## config.mk

```make
export PLATFORM = sky130hd
export DESIGN_NAME = mandelbrot_escape_colorizer_top
export DESIGN_NICKNAME = d
export VERILOG_FILES = /design/src/rtl/core/mec_pkg.sv /design/src/rtl/core/mec_fxmul.sv /design/src/rtl/core/mandelbrot_escape_colorizer_top.sv
export SDC_FILE = /design/constraint.sdc
export NUM_CORES = 2
export LEC_CHECK = 0
export BUFFER_PORTS_ARGS = -buffer_cell sky130_fd_sc_hd__buf_2
export CAP_MARGIN = 20
export CORE_MARGIN = 8
export CORE_UTILIZATION = 30
export DETAILED_ROUTE_END_ITERATION = 12
export GPL_TIMING_DRIVEN = 0
export HOLD_SLACK_MARGIN = 0.05
export PLACE_DENSITY = 0.42
export SLEW_MARGIN = 5
export SYNTH_ARGS = -nofsm -noshare
export SYNTH_HDL_FRONTEND = slang
export SYNTH_SLANG_ARGS = --single-unit
```

## constraint.sdc

```tcl
create_clock -name clk -period 9.1 [get_ports clk]
set_input_delay 0.91 -clock clk [delete_from_list [all_inputs] [get_ports clk]]
set_output_delay 0.91 -clock clk [all_outputs]
set_load 0.02 [all_outputs]
```

## src/rtl/core/mec_pkg.sv

```systemverilog
`default_nettype none

package mec_pkg;

  // fixed-point formats
  localparam int FRAC_BITS_DEF = 28;
  localparam int IN_FRAC       = 28;
  localparam int POINT_W       = 32;

  // iteration limit register
  localparam int                LIMIT_W        = 12;
  localparam logic [LIMIT_W-1:0] LIMIT_MAX      = 12'd4094;
  localparam logic [LIMIT_W-1:0] LIMIT_ALL_ONES = 12'hfff;

  // palette
  localparam int COLOR_W   = 24;
  localparam int PAL_SIZE  = 96;
  localparam int PAL_IDX_W = 7;
  localparam int SEG_BITS  = 4;
  localparam logic [PAL_IDX_W-1:0] PAL_LAST = PAL_IDX_W'(PAL_SIZE - 1);

  // sequencer states
  typedef enum logic [2:0] {
    ST_IDLE,
    ST_ITER,
    ST_MUL,
    ST_BOUND,
    ST_SUM,
    ST_DONE
  } mec_state_t;

  // which product the shared multiplier is working on
  typedef enum logic [1:0] {
    OP_XY,
    OP_XX,
    OP_YY
  } mul_op_t;

  // six hue segments of sixteen entries, one channel off, one full, one ramping down
  function automatic logic [COLOR_W-1:0] palette_color(input logic [PAL_IDX_W-1:0] idx);
    logic [7:0]                    ramp;
    logic [PAL_IDX_W-SEG_BITS-1:0] seg;
    logic [COLOR_W-1:0]            color;
    ramp = {~idx[SEG_BITS-1:0], 4'hf};
    seg  = idx[PAL_IDX_W-1:SEG_BITS];
    case (seg)
      3'd0:    color = {8'h00, 8'hff, ramp};
      3'd1:    color = {8'h00, ramp, 8'hff};
      3'd2:    color = {ramp, 8'h00, 8'hff};
      3'd3:    color = {8'hff, 8'h00, ramp};
      3'd4:    color = {ramp, 8'hff, 8'h00};
      3'd5:    color = {8'hff, ramp, 8'h00};
      default: color = '0;
    endcase
    return color;
  endfunction

endpackage

`default_nettype wire

```

## src/rtl/core/mec_fxmul.sv

```systemverilog
`default_nettype none

module mec_fxmul #(
  parameter int FRAC_BITS = mec_pkg::FRAC_BITS_DEF,
  parameter int IW        = FRAC_BITS + 6
) (
  input  wire logic                 clk,
  input  wire logic                 rst_n,
  input  wire logic                 start,
  input  wire logic signed [IW-1:0] a,
  input  wire logic signed [IW-1:0] b,
  output logic                      done,
  output logic signed [IW-1:0]      res
);
  import mec_pkg::*;

  // operand magnitudes stay below 2.0, split into two halves
  localparam int MW   = FRAC_BITS + 1;
  localparam int H    = (MW + 1) / 2;
  localparam int PW   = 4 * H;
  localparam logic [2:0] LAST = 3'd5;
  localparam logic [2:0] NPP  = 3'd4;

  logic              busy_r, busy_nxt;
  logic [2:0]        step_r, step_nxt;
  logic              done_r, done_nxt;
  logic              neg_r, neg_nxt;
  logic [2*H-1:0]    ma_r, ma_nxt, mb_r, mb_nxt;
  logic [2*H-1:0]    prod_r, prod_nxt;
  logic [1:0]        sh_r, sh_nxt;
  logic [PW-1:0]     acc_r, acc_nxt;
  logic signed [IW-1:0] res_r, res_nxt;

  logic [IW-1:0]     a_mag, b_mag;
  logic [H-1:0]      a_part, b_part;
  logic [PW-1:0]     pp_aligned;
  logic signed [PW:0] sprod, sshift;

  // magnitudes of the operands
  assign a_mag = a[IW-1] ? IW'(-a) : IW'(a);
  assign b_mag = b[IW-1] ? IW'(-b) : IW'(b);

  // half selection for the current partial product
  assign a_part = step_r[0] ? ma_r[2*H-1:H] : ma_r[H-1:0];
  assign b_part = step_r[1] ? mb_r[2*H-1:H] : mb_r[H-1:0];

  // align the registered partial product
  always_comb begin
    case (sh_r)
      2'd0:    pp_aligned = PW'(prod_r);
      2'd1:    pp_aligned = PW'(prod_r) << H;
      default: pp_aligned = PW'(prod_r) << (2 * H);
    endcase
  end

  // signed exact product, floored to the fraction width
  assign sprod  = neg_r ? -$signed({1'b0, acc_r}) : $signed({1'b0, acc_r});
  assign sshift = sprod >>> FRAC_BITS;

  // sequencing of the four partial products
  always_comb begin
    busy_nxt = busy_r;
    step_nxt = step_r;
    done_nxt = 1'b0;
    neg_nxt  = neg_r;
    ma_nxt   = ma_r;
    mb_nxt   = mb_r;
    prod_nxt = prod_r;
    sh_nxt   = sh_r;
    acc_nxt  = acc_r;
    res_nxt  = res_r;
    if (!busy_r) begin
      if (start) begin
        busy_nxt = 1'b1;
        step_nxt = '0;
        neg_nxt  = a[IW-1] ^ b[IW-1];
        ma_nxt   = a_mag[2*H-1:0];
        mb_nxt   = b_mag[2*H-1:0];
        acc_nxt  = '0;
      end
    end else begin
      step_nxt = step_r + 3'd1;
      if (step_r < NPP) begin
        prod_nxt = a_part * b_part;
        sh_nxt   = 2'(step_r[0]) + 2'(step_r[1]);
      end
      if (step_r != '0 && step_r <= NPP) begin
        acc_nxt = acc_r + pp_aligned;
      end
      if (step_r == LAST) begin
        res_nxt  = sshift[IW-1:0];
        done_nxt = 1'b1;
        busy_nxt = 1'b0;
      end
    end
  end

  // control registers
  always_ff @(posedge clk) begin
    if (!rst_n) begin
      busy_r <= 1'b0;
      done_r <= 1'b0;
      step_r <= '0;
    end else begin
      busy_r <= busy_nxt;
      done_r <= done_nxt;
      step_r <= step_nxt;
    end
  end

  // datapath registers
  always_ff @(posedge clk) begin
    neg_r  <= neg_nxt;
    ma_r   <= ma_nxt;
    mb_r   <= mb_nxt;
    prod_r <= prod_nxt;
    sh_r   <= sh_nxt;
    acc_r  <= acc_nxt;
    res_r  <= res_nxt;
  end

  assign done = done_r;
  assign res  = res_r;

  // a new product is only requested while the unit is free
  a_start_free: assert property (@(posedge clk) disable iff (!rst_n)
    start |-> !busy_r)
    else $error("multiplier started while busy");

  // the last step always hands out a result and frees the unit
  a_last_done: assert property (@(posedge clk) disable iff (!rst_n)
    busy_r && step_r == LAST |=> done_r && !busy_r)
    else $error("multiplier did not finish after its last step");

endmodule

`default_nettype wire

```

## src/rtl/core/mandelbrot_escape_colorizer_top.sv

```systemverilog
`default_nettype none

// channel   direction  handshake          payload
// in        input      in_valid/in_stall  in_point_real, in_point_imag
// out       output     out_valid/out_stall out_pixel_color, out_iteration_count, out_inside_set
// cfg       input      cfg_wr_en          cfg_wr_data (iteration limit)
//
// one point at a time: each iteration runs three products on the shared
// multiplier, plus bound, sum and loop steps.
// reset is synchronous, active low, and sets the limit to 4094.
// in_stall stays high from acceptance until the result transaction completes;
// the result is held while out_stall is high.

module mandelbrot_escape_colorizer_top #(
  parameter int FRAC_BITS = mec_pkg::FRAC_BITS_DEF
) (
  input  wire logic                                clk,
  input  wire logic                                rst_n,
  input  wire logic                                in_valid,
  output logic                                     in_stall,
  input  wire logic signed [mec_pkg::POINT_W-1:0]  in_point_real,
  input  wire logic signed [mec_pkg::POINT_W-1:0]  in_point_imag,
  output logic                                     out_valid,
  input  wire logic                                out_stall,
  output logic [mec_pkg::COLOR_W-1:0]              out_pixel_color,
  output logic [mec_pkg::LIMIT_W-1:0]              out_iteration_count,
  output logic                                     out_inside_set,
  input  wire logic                                cfg_wr_en,
  input  wire logic [mec_pkg::LIMIT_W-1:0]         cfg_wr_data
);
  import mec_pkg::*;

  // internal width covers magnitudes below 32 with the chosen fraction
  localparam int IW = FRAC_BITS + 6;
  localparam logic signed [IW-1:0] TWO =
    {{(IW-FRAC_BITS-2){1'b0}}, 1'b1, {(FRAC_BITS+1){1'b0}}};
  localparam logic signed [IW-1:0] NEG_TWO = -TWO;
  localparam logic signed [IW:0] FOUR =
    {{(IW-FRAC_BITS-2){1'b0}}, 1'b1, {(FRAC_BITS+2){1'b0}}};

  mec_state_t           state_r, state_nxt;
  mul_op_t              op_r, op_nxt;
  logic [LIMIT_W-1:0]   limit_r, limit_nxt;
  logic [LIMIT_W-1:0]   k_r, k_nxt;
  logic [PAL_IDX_W-1:0] idx_r, idx_nxt;
  logic signed [IW-1:0] cr_r, cr_nxt, ci_r, ci_nxt;
  logic signed [IW-1:0] wx_r, wx_nxt, wy_r, wy_nxt;
  logic signed [IW-1:0] sx_r, sx_nxt, sy_r, sy_nxt, xx_r, xx_nxt;
  logic [COLOR_W-1:0]   color_r, color_nxt;
  logic [LIMIT_W-1:0]   count_r, count_nxt;
  logic                 inside_r, inside_nxt;

  logic                 mul_start, mul_done;
  logic signed [IW-1:0] mul_a, mul_b, mul_res;
  logic signed [IW-1:0] cr_in, ci_in;
  logic signed [IW:0]   sq_sum;
  logic                 bound_hit;

  // input conversion to the internal fraction width
  if (FRAC_BITS >= IN_FRAC) begin : g_up
    logic signed [IW-1:0] r_ext, i_ext;
    assign r_ext = {{(IW-POINT_W){in_point_real[POINT_W-1]}}, in_point_real};
    assign i_ext = {{(IW-POINT_W){in_point_imag[POINT_W-1]}}, in_point_imag};
    assign cr_in = r_ext <<< (FRAC_BITS - IN_FRAC);
    assign ci_in = i_ext <<< (FRAC_BITS - IN_FRAC);
  end else begin : g_down
    logic signed [POINT_W-1:0] r_sh, i_sh;
    assign r_sh  = in_point_real >>> (IN_FRAC - FRAC_BITS);
    assign i_sh  = in_point_imag >>> (IN_FRAC - FRAC_BITS);
    assign cr_in = IW'(r_sh);
    assign ci_in = IW'(i_sh);
  end

  // shared fixed-point multiplier
  mec_fxmul #(
    .FRAC_BITS (FRAC_BITS),
    .IW        (IW)
  ) u_mul (
    .clk   (clk),
    .rst_n (rst_n),
    .start (mul_start),
    .a     (mul_a),
    .b     (mul_b),
    .done  (mul_done),
    .res   (mul_res)
  );

  // escape tests
  assign bound_hit = (wx_r >= TWO) || (wx_r <= NEG_TWO) ||
                     (wy_r >= TWO) || (wy_r <= NEG_TWO);
  assign sq_sum    = (IW+1)'(sx_r) + (IW+1)'(sy_r);

  // limit register, all ones clamps to the maximum
  always_comb begin
    limit_nxt = limit_r;
    if (cfg_wr_en) begin
      limit_nxt = (cfg_wr_data == LIMIT_ALL_ONES) ? LIMIT_MAX : cfg_wr_data;
    end
  end

  // iteration sequencer
  always_comb begin
    state_nxt  = state_r;
    op_nxt     = op_r;
    k_nxt      = k_r;
    idx_nxt    = idx_r;
    cr_nxt     = cr_r;
    ci_nxt     = ci_r;
    wx_nxt     = wx_r;
    wy_nxt     = wy_r;
    sx_nxt     = sx_r;
    sy_nxt     = sy_r;
    xx_nxt     = xx_r;
    color_nxt  = color_r;
    count_nxt  = count_r;
    inside_nxt = inside_r;
    mul_start  = 1'b0;
    mul_a      = wx_r;
    mul_b      = wy_r;
    unique case (state_r)
      ST_IDLE: begin
        if (in_valid) begin
          cr_nxt    = cr_in;
          ci_nxt    = ci_in;
          wx_nxt    = '0;
          wy_nxt    = '0;
          sx_nxt    = '0;
          sy_nxt    = '0;
          k_nxt     = '0;
          idx_nxt   = '0;
          state_nxt = ST_ITER;
        end
      end
      ST_ITER: begin
        if (k_r == limit_r) begin
          // never escaped within the limit
          color_nxt  = '0;
          count_nxt  = k_r + 1'b1;
          inside_nxt = 1'b1;
          state_nxt  = ST_DONE;
        end else begin
          k_nxt     = k_r + 1'b1;
          idx_nxt   = (idx_r == PAL_LAST) ? '0 : idx_r + 1'b1;
          xx_nxt    = sx_r - sy_r;
          mul_start = 1'b1;
          op_nxt    = OP_XY;
          state_nxt = ST_MUL;
        end
      end
      ST_MUL: begin
        if (mul_done) begin
          unique case (op_r)
            OP_XY: begin
              wy_nxt    = (mul_res <<< 1) + ci_r;
              wx_nxt    = xx_r + cr_r;
              state_nxt = ST_BOUND;
            end
            OP_XX: begin
              sx_nxt    = mul_res;
              mul_a     = wy_r;
              mul_b     = wy_r;
              mul_start = 1'b1;
              op_nxt    = OP_YY;
            end
            default: begin
              sy_nxt    = mul_res;
              state_nxt = ST_SUM;
            end
          endcase
        end
      end
      ST_BOUND: begin
        if (bound_hit) begin
          color_nxt  = palette_color(idx_r);
          count_nxt  = k_r;
          inside_nxt = 1'b0;
          state_nxt  = ST_DONE;
        end else begin
          mul_a     = wx_r;
          mul_b     = wx_r;
          mul_start = 1'b1;
          op_nxt    = OP_XX;
          state_nxt = ST_MUL;
        end
      end
      ST_SUM: begin
        if (sq_sum >= FOUR) begin
          color_nxt  = palette_color(idx_r);
          count_nxt  = k_r;
          inside_nxt = 1'b0;
          state_nxt  = ST_DONE;
        end else begin
          state_nxt = ST_ITER;
        end
      end
      ST_DONE: begin
        if (!out_stall) begin
          state_nxt = ST_IDLE;
        end
      end
      default: begin
        state_nxt = ST_IDLE;
      end
    endcase
  end

  // control state
  always_ff @(posedge clk) begin
    if (!rst_n) begin
      state_r <= ST_IDLE;
      op_r    <= OP_XY;
      limit_r <= LIMIT_MAX;
    end else begin
      state_r <= state_nxt;
      op_r    <= op_nxt;
      limit_r <= limit_nxt;
    end
  end

  // working values and result
  always_ff @(posedge clk) begin
    k_r      <= k_nxt;
    idx_r    <= idx_nxt;
    cr_r     <= cr_nxt;
    ci_r     <= ci_nxt;
    wx_r     <= wx_nxt;
    wy_r     <= wy_nxt;
    sx_r     <= sx_nxt;
    sy_r     <= sy_nxt;
    xx_r     <= xx_nxt;
    color_r  <= color_nxt;
    count_r  <= count_nxt;
    inside_r <= inside_nxt;
  end

  // handshake and result ports
  assign in_stall            = (state_r != ST_IDLE);
  assign out_valid           = (state_r == ST_DONE);
  assign out_pixel_color     = color_r;
  assign out_iteration_count = count_r;
  assign out_inside_set      = inside_r;

  // black exactly for points inside, every palette entry has a full channel
  a_black_inside: assert property (@(posedge clk) disable iff (!rst_n)
    out_valid |-> (out_inside_set == (out_pixel_color == '0)))
    else $error("color does not match inside flag");

  // inside points report the limit plus one
  a_inside_count: assert property (@(posedge clk) disable iff (!rst_n)
    out_valid && out_inside_set |-> out_iteration_count == LIMIT_W'(limit_r + 1'b1))
    else $error("inside count is not limit plus one");

  // escaped points report a count between one and the limit
  a_escape_count: assert property (@(posedge clk) disable iff (!rst_n)
    out_valid && !out_inside_set |->
      out_iteration_count != '0 && out_iteration_count <= limit_r)
    else $error("escape count out of range");

  // the limit never holds all ones, so the inside count cannot wrap
  a_limit_clamp: assert property (@(posedge clk) disable iff (!rst_n)
    limit_r != LIMIT_ALL_ONES)
    else $error("iteration limit not clamped");

endmodule

`default_nettype wire

```

Word-level counts from Yosys, hierarchy flattened
Index checks and enable logic that the tools add are counted.
{"block": "classes", "add_sub_neg": 12, "n_mul": 1, "order_cmp": 7, "n_eq_ne": 29, "mux": 72, "bitwise_logic": 4, "reduce_logical": 30}
{"cell": "$mux W34", "n": 14}
{"cell": "$pmux W34 S2", "n": 4}
{"cell": "$mux W60", "n": 3}
{"cell": "$pmux W24 S6", "n": 1}
{"cell": "$pmux W60 S2", "n": 1}
{"cell": "$mux W12", "n": 6}
{"cell": "$mux W24", "n": 3}
{"cell": "$pmux W24 S3", "n": 1}
{"cell": "$add A34 B32 Y34", "n": 2}
{"cell": "$ge A34 B31 Y1 const B", "n": 2}
{"cell": "$le A34 B30 Y1 const B", "n": 2}
{"cell": "$mux W61", "n": 1}
{"cell": "$neg A60 Y61", "n": 1}
{"cell": "$add A60 B60 Y60", "n": 1}
{"cell": "$mux W30", "n": 2}
{"cell": "$neg A30 Y30", "n": 2}
{"cell": "$pmux W12 S3", "n": 1}
{"cell": "$add A34 B34 Y35", "n": 1}
{"cell": "$ge A35 B32 Y1 const B", "n": 1}
{"cell": "$sub A34 B34 Y34", "n": 1}
{"cell": "$mul A15 B15 Y30", "n": 1}
{"cell": "$mux W15", "n": 2}
{"cell": "$mux W3", "n": 8}
{"cell": "$pmux W12 S2", "n": 1}
{"cell": "other kinds (37)", "n": 93}
{"block": "totals", "register_bits": 498, "in_bits": 81, "output_inout_bits": 39, "wordCells": 180}

Longest topological paths before layout
{"block": "logic_depth", "ltp_word": 8, "ltp_mapped": 28, "ltp_nobuf": 25}

Cells and area by module
From an unflattened synthesis, not the netlist that was laid out.
{"block": "hier_totals", "hier_cells": 3760, "area_unflattened_um2": 37424.6}
{"module": "mec_fxmul", "n_inst": 1, "cells_each": 2058, "area_per_inst_um2": 19575.0, "seq_area_each_um2": 5685.5}
{"module": "mandelbrot_escape_colorizer_top", "n_inst": 1, "cells_each": 1702, "area_per_inst_um2": 17849.6, "seq_area_each_um2": 8778.4}

Worst setup path before layout
Ideal clock, no wire load.
{"block": "synth_timing", "kind": "input port to flip-flop", "from": "input port in_valid", "to": "register wx_r[0] (enable)", "arrival_time_ns": 7.396, "required_ns": 8.669, "setup_slack_ns": 1.273, "stages": 3, "cell_sequence": "nand2_1 > nor3_1 > o22a_1"}
{"block": "synth_between", "elab_chain_len": 2}
{"element": "start: declaration", "line_no": "mandelbrot_escape_colorizer_top.sv:19", "source": "input wire logic in_valid,"}
{"element": "$ne A2 B2 Y1 (no source line)"}
{"element": "$reduce_and A4 Y1 (no source line)"}
{"element": "end signal: assignment", "line_no": "mandelbrot_escape_colorizer_top.sv:226", "source": "wx_r <= wx_nxt;"}
{"element": "end: declaration", "line_no": "mandelbrot_escape_colorizer_top.sv:47", "source": "logic signed [IW-1:0] wx_r, wx_nxt, wy_r, wy_nxt;"}
Every way passes these cells.
A chain may end at the register's enable or synchronous reset.

Worst setup path in the final report
{"block": "layout_timing", "from": "register u_mul.step_r[0]", "to": "register u_mul.prod_r[29], data pin"}
{"block": "layout_between", "elab_chain_len": 2}
{"element": "start: declaration", "line_no": "mec_fxmul.sv:25", "source": "logic [2:0] step_r, step_nxt;"}
{"element": "start signal: assignment", "line_no": "mec_fxmul.sv:107", "source": "step_r <= step_nxt;"}
{"element": "$mux W15", "line_no": "mec_fxmul.sv:44", "source": "assign a_part = step_r[0] ? ma_r[2*H-1:H] : ma_r[H-1:0];"}
{"element": "$mul A15 B15 Y30", "line_no": "mec_fxmul.sv:84", "source": "prod_nxt = a_part * b_part;"}
{"element": "end signal: assignment", "line_no": "mec_fxmul.sv:116", "source": "prod_r <= prod_nxt;"}
{"element": "end: declaration", "line_no": "mec_fxmul.sv:29", "source": "logic [2*H-1:0] prod_r, prod_nxt;"}
Every way passes these cells.

==> impl_metrics.ini <==
[clocking]
cts_htree_levels = 2
clock_path_buffers = 3
cts.reportedPaths.clkPinSlew_ns = 0.06
cts_root_buffer = clkbuf_16
cts_inserted_buffers = 59
tritoncts = done
post-cts-setup-buffer-count = 0
insertion_delay_of_the_later_clocked_pin_in_the_worst_skew_pair_ns = 0.68
clock-sinks = 487

[detailed_routing]
drt_iter0_drc = 2140
dr_total_vias = 27470
totalWireLength_mm = 116.7
detail-route-antenna-nets = 0
routed_wire_length_per_instance_um = 20.79
drtPass1Iterations = 5
viasPerCell = 4.896
drt_drc_violations_left = 0

[critical_path]
setup.worst_path.end_class = flip-flop
required_ns = 9.50
startpoint_type = flip-flop
path_class = flip-flop to flip-flop
critical_path_peak_fanout = 10
cp_data_arrival_time_ns = 9.04

[floorplanning]
die_area_um2 = 136200
std_cell_rows = 129
die_h_um = 369.0
io-pin-count = 120
die_x_um = 369.0
floorplan.initialDensity_pct = 30.23
core_region_area_um2 = 123600

[cells_and_area]
area_growth_pct = 13.70
area_of_combinational_cells_with_multiple_inputs_um2 = 21310
drive_above_1_share_pct = 8.684
final_nets = 4472
final.fill_count = 12765
register_area_um2 = 14400

[sta]
worst-slew-pin-transition_ns = 1.032
fin_skew_ns = 0.05571
drv_slew = 0
relSlewSlack_pct = 31.21
fin_crit_sh_pct = 94.96
finalHoldWorstSlack_ns = 0.4231
hold_viol_final = 0
timing.final.setup_violations = 0
fmaxAchievable_mhz = 115.7
layout_setup_ws_ns = 0.4590
grt_setup_unrepaired = false
timing.final.crit_period_ns = 8.641

[yosys]
synthMostInstantiatedCell = edfxtp_1
synth_top_cells_by_count = edfxtp_1, nor2_1, inv_1
synthArstFlopShare_pct = 0
synth_nets = 4267
syn_area_per_cell_um2 = 10.05
yosysWarnings = 0
synth_top_area_share_pct = 37.35
synth_top_cells_by_area = edfxtp_1, ha_1, fa_1
ys_types = 88
post_synth_instance_area_um2 = 37380
postSynthCellCount = 3719
cell_taking_the_most_area_after_synthesis = edfxtp_1
yosys_register_bits = 487
synth_ff_type = edfxtp_1
synth-seq-area-share_pct = 38.53
synth_enable_flop_cells = 465

[global_routing]
grt_pass1_wl_mm = 176.3
grt.overflow.total = 0
antenna_found_initial = 1
grtUsageTotal_pct = 16.80
largest_net_degree_at_the_start_of_global_routing = 54
vias_in_the_first_global_route = 27718

[place]
place.port_buffers = 118
pre_cts_ws_ns = 0.07042
dp_hpwl_mm = 94.14
finalWeightedCongestion = 0.8755

[run_status]
status = complete, no violations

[run]
timing.max_cap.violations = 0

[hold_path]
hold_class = primary input to flip-flop
layout by cell type (no fill, tap or decap), types with 86 or more instances in the layout:
master,synthesis,routed
o21ai_0,151,151
xor2_1,95,95
clkbuf_1,101,111
nand2_1,301,301
ha_1,295,295
mux2i_1,109,99
buf_2,4,125
a21oi_1,236,236
fa_1,172,172
nor2_1,410,407
edfxtp_1,465,465
xnor2_1,193,193
inv_1,320,320
a21o_1,87,86
per-layer routing:
metal  wire (um)  track usage, %  up-vias
li1            -               -    13501
met3        5075           2.216      132
met1       55870           23.88    13288
met2       52520           26.73      549
met4        3197           4.649        0
met5           0               0        -
stage by stage:
step | instance area (um^2) | utilization (%) | TNS, ns | cells
floorplan | 37380 | - | 0 | 3719
global placement | 40020 | 32.37 | -263.90 | 5474
detailed placement | 40440 | 32.71 | 0 | 5500
CTS | 42480 | 34.36 | 0 | 5610
global route | 42500 | 34.38 | 0 | 5610
finish | 42500 | 34.38 | 0 | 5611
cell families after synthesis:
logic type / after synthesis / synth area share, %
AO/OA/AOI/OAI: 726 / 12.29
XOR/XNOR: 288 / 6.748
adder cells (fa/ha/maj): 467 / 19.09
buffers and inverters: 456 / 4.793
flip-flops: 487 / 38.53
multiplexers: 144 / 4.013
AND/OR/NAND/NOR: 1151 / 14.54
path summary, 6_finish.rpt:
check,slack (ns),start,to,depth (start not counted)
max,0.46,u_mul.step_r[0],u_mul.prod_r[29],26
min,0.42,in_point_imag[24],ci_r[24],1
max reg2reg,0.46,u_mul.step_r[0],u_mul.prod_r[29],26
min reg2reg,0.50,limit_r[0],limit_r[0],2
timing repair:
item                       4_1_cts  5_1_grt
setup endpoints to repair        0        5
hold endpoints to repair         0        0
hold buffers                     0        0
resized for setup                0        7
cell type report:
cell class,count,area share [%]
multi-input cells,2776,50.13
flip-flops and latches,487,33.89
well taps,1637,4.819
clock buffers,71,3.630
inverters,321,2.835
repair buffers,144,2.128
plain buffers,135,1.384
clock inverters,39,1.180
diodes,1,0.005888
flip-flops by register name (all words and copies together) (netlist names), 3 cells and up:
signal and flops:
u_mul.acc_r 60, cr_r 32, idx_r 7, state_r 3, u_mul.res 33, u_mul.mb_r 30, wy_r 34, u_mul.ma_r 30
u_mul.step_r 3, sy_r 33, out_iteration_count 12, ci_r 32, xx_r 34, u_mul.prod_r 30, limit_r 12, wx_r 34
out_pixel_color 15, k_r 12, sx_r 33
worst max-delay path, stage by stage (launching register included):
cell and delay [ns]:
dfxtp_1 0.36, clkbuf_1 0.27, buf_1 0.61, clkbuf_2 0.46
mux2i_1 0.75, nor2_1 0.13, fa_1 0.54, inv_1 0.05
fa_1 0.47, inv_1 0.05, fa_1 0.45, ha_1 0.33
fa_1 0.56, inv_1 0.06, fa_1 0.53, inv_1 0.05
ha_1 0.34, a21o_1 0.18, a31oi_1 0.19, o21ai_0 0.26
o311ai_0 0.74, a311oi_1 0.22, o21a_1 0.23, o21ai_0 0.16
nand2b_1 0.08, a21oi_1 0.17, xnor2_1 0.10
Power is not shown: default switching activity piles up to over one toggle a cycle in this logic, so the estimate is an artifact.
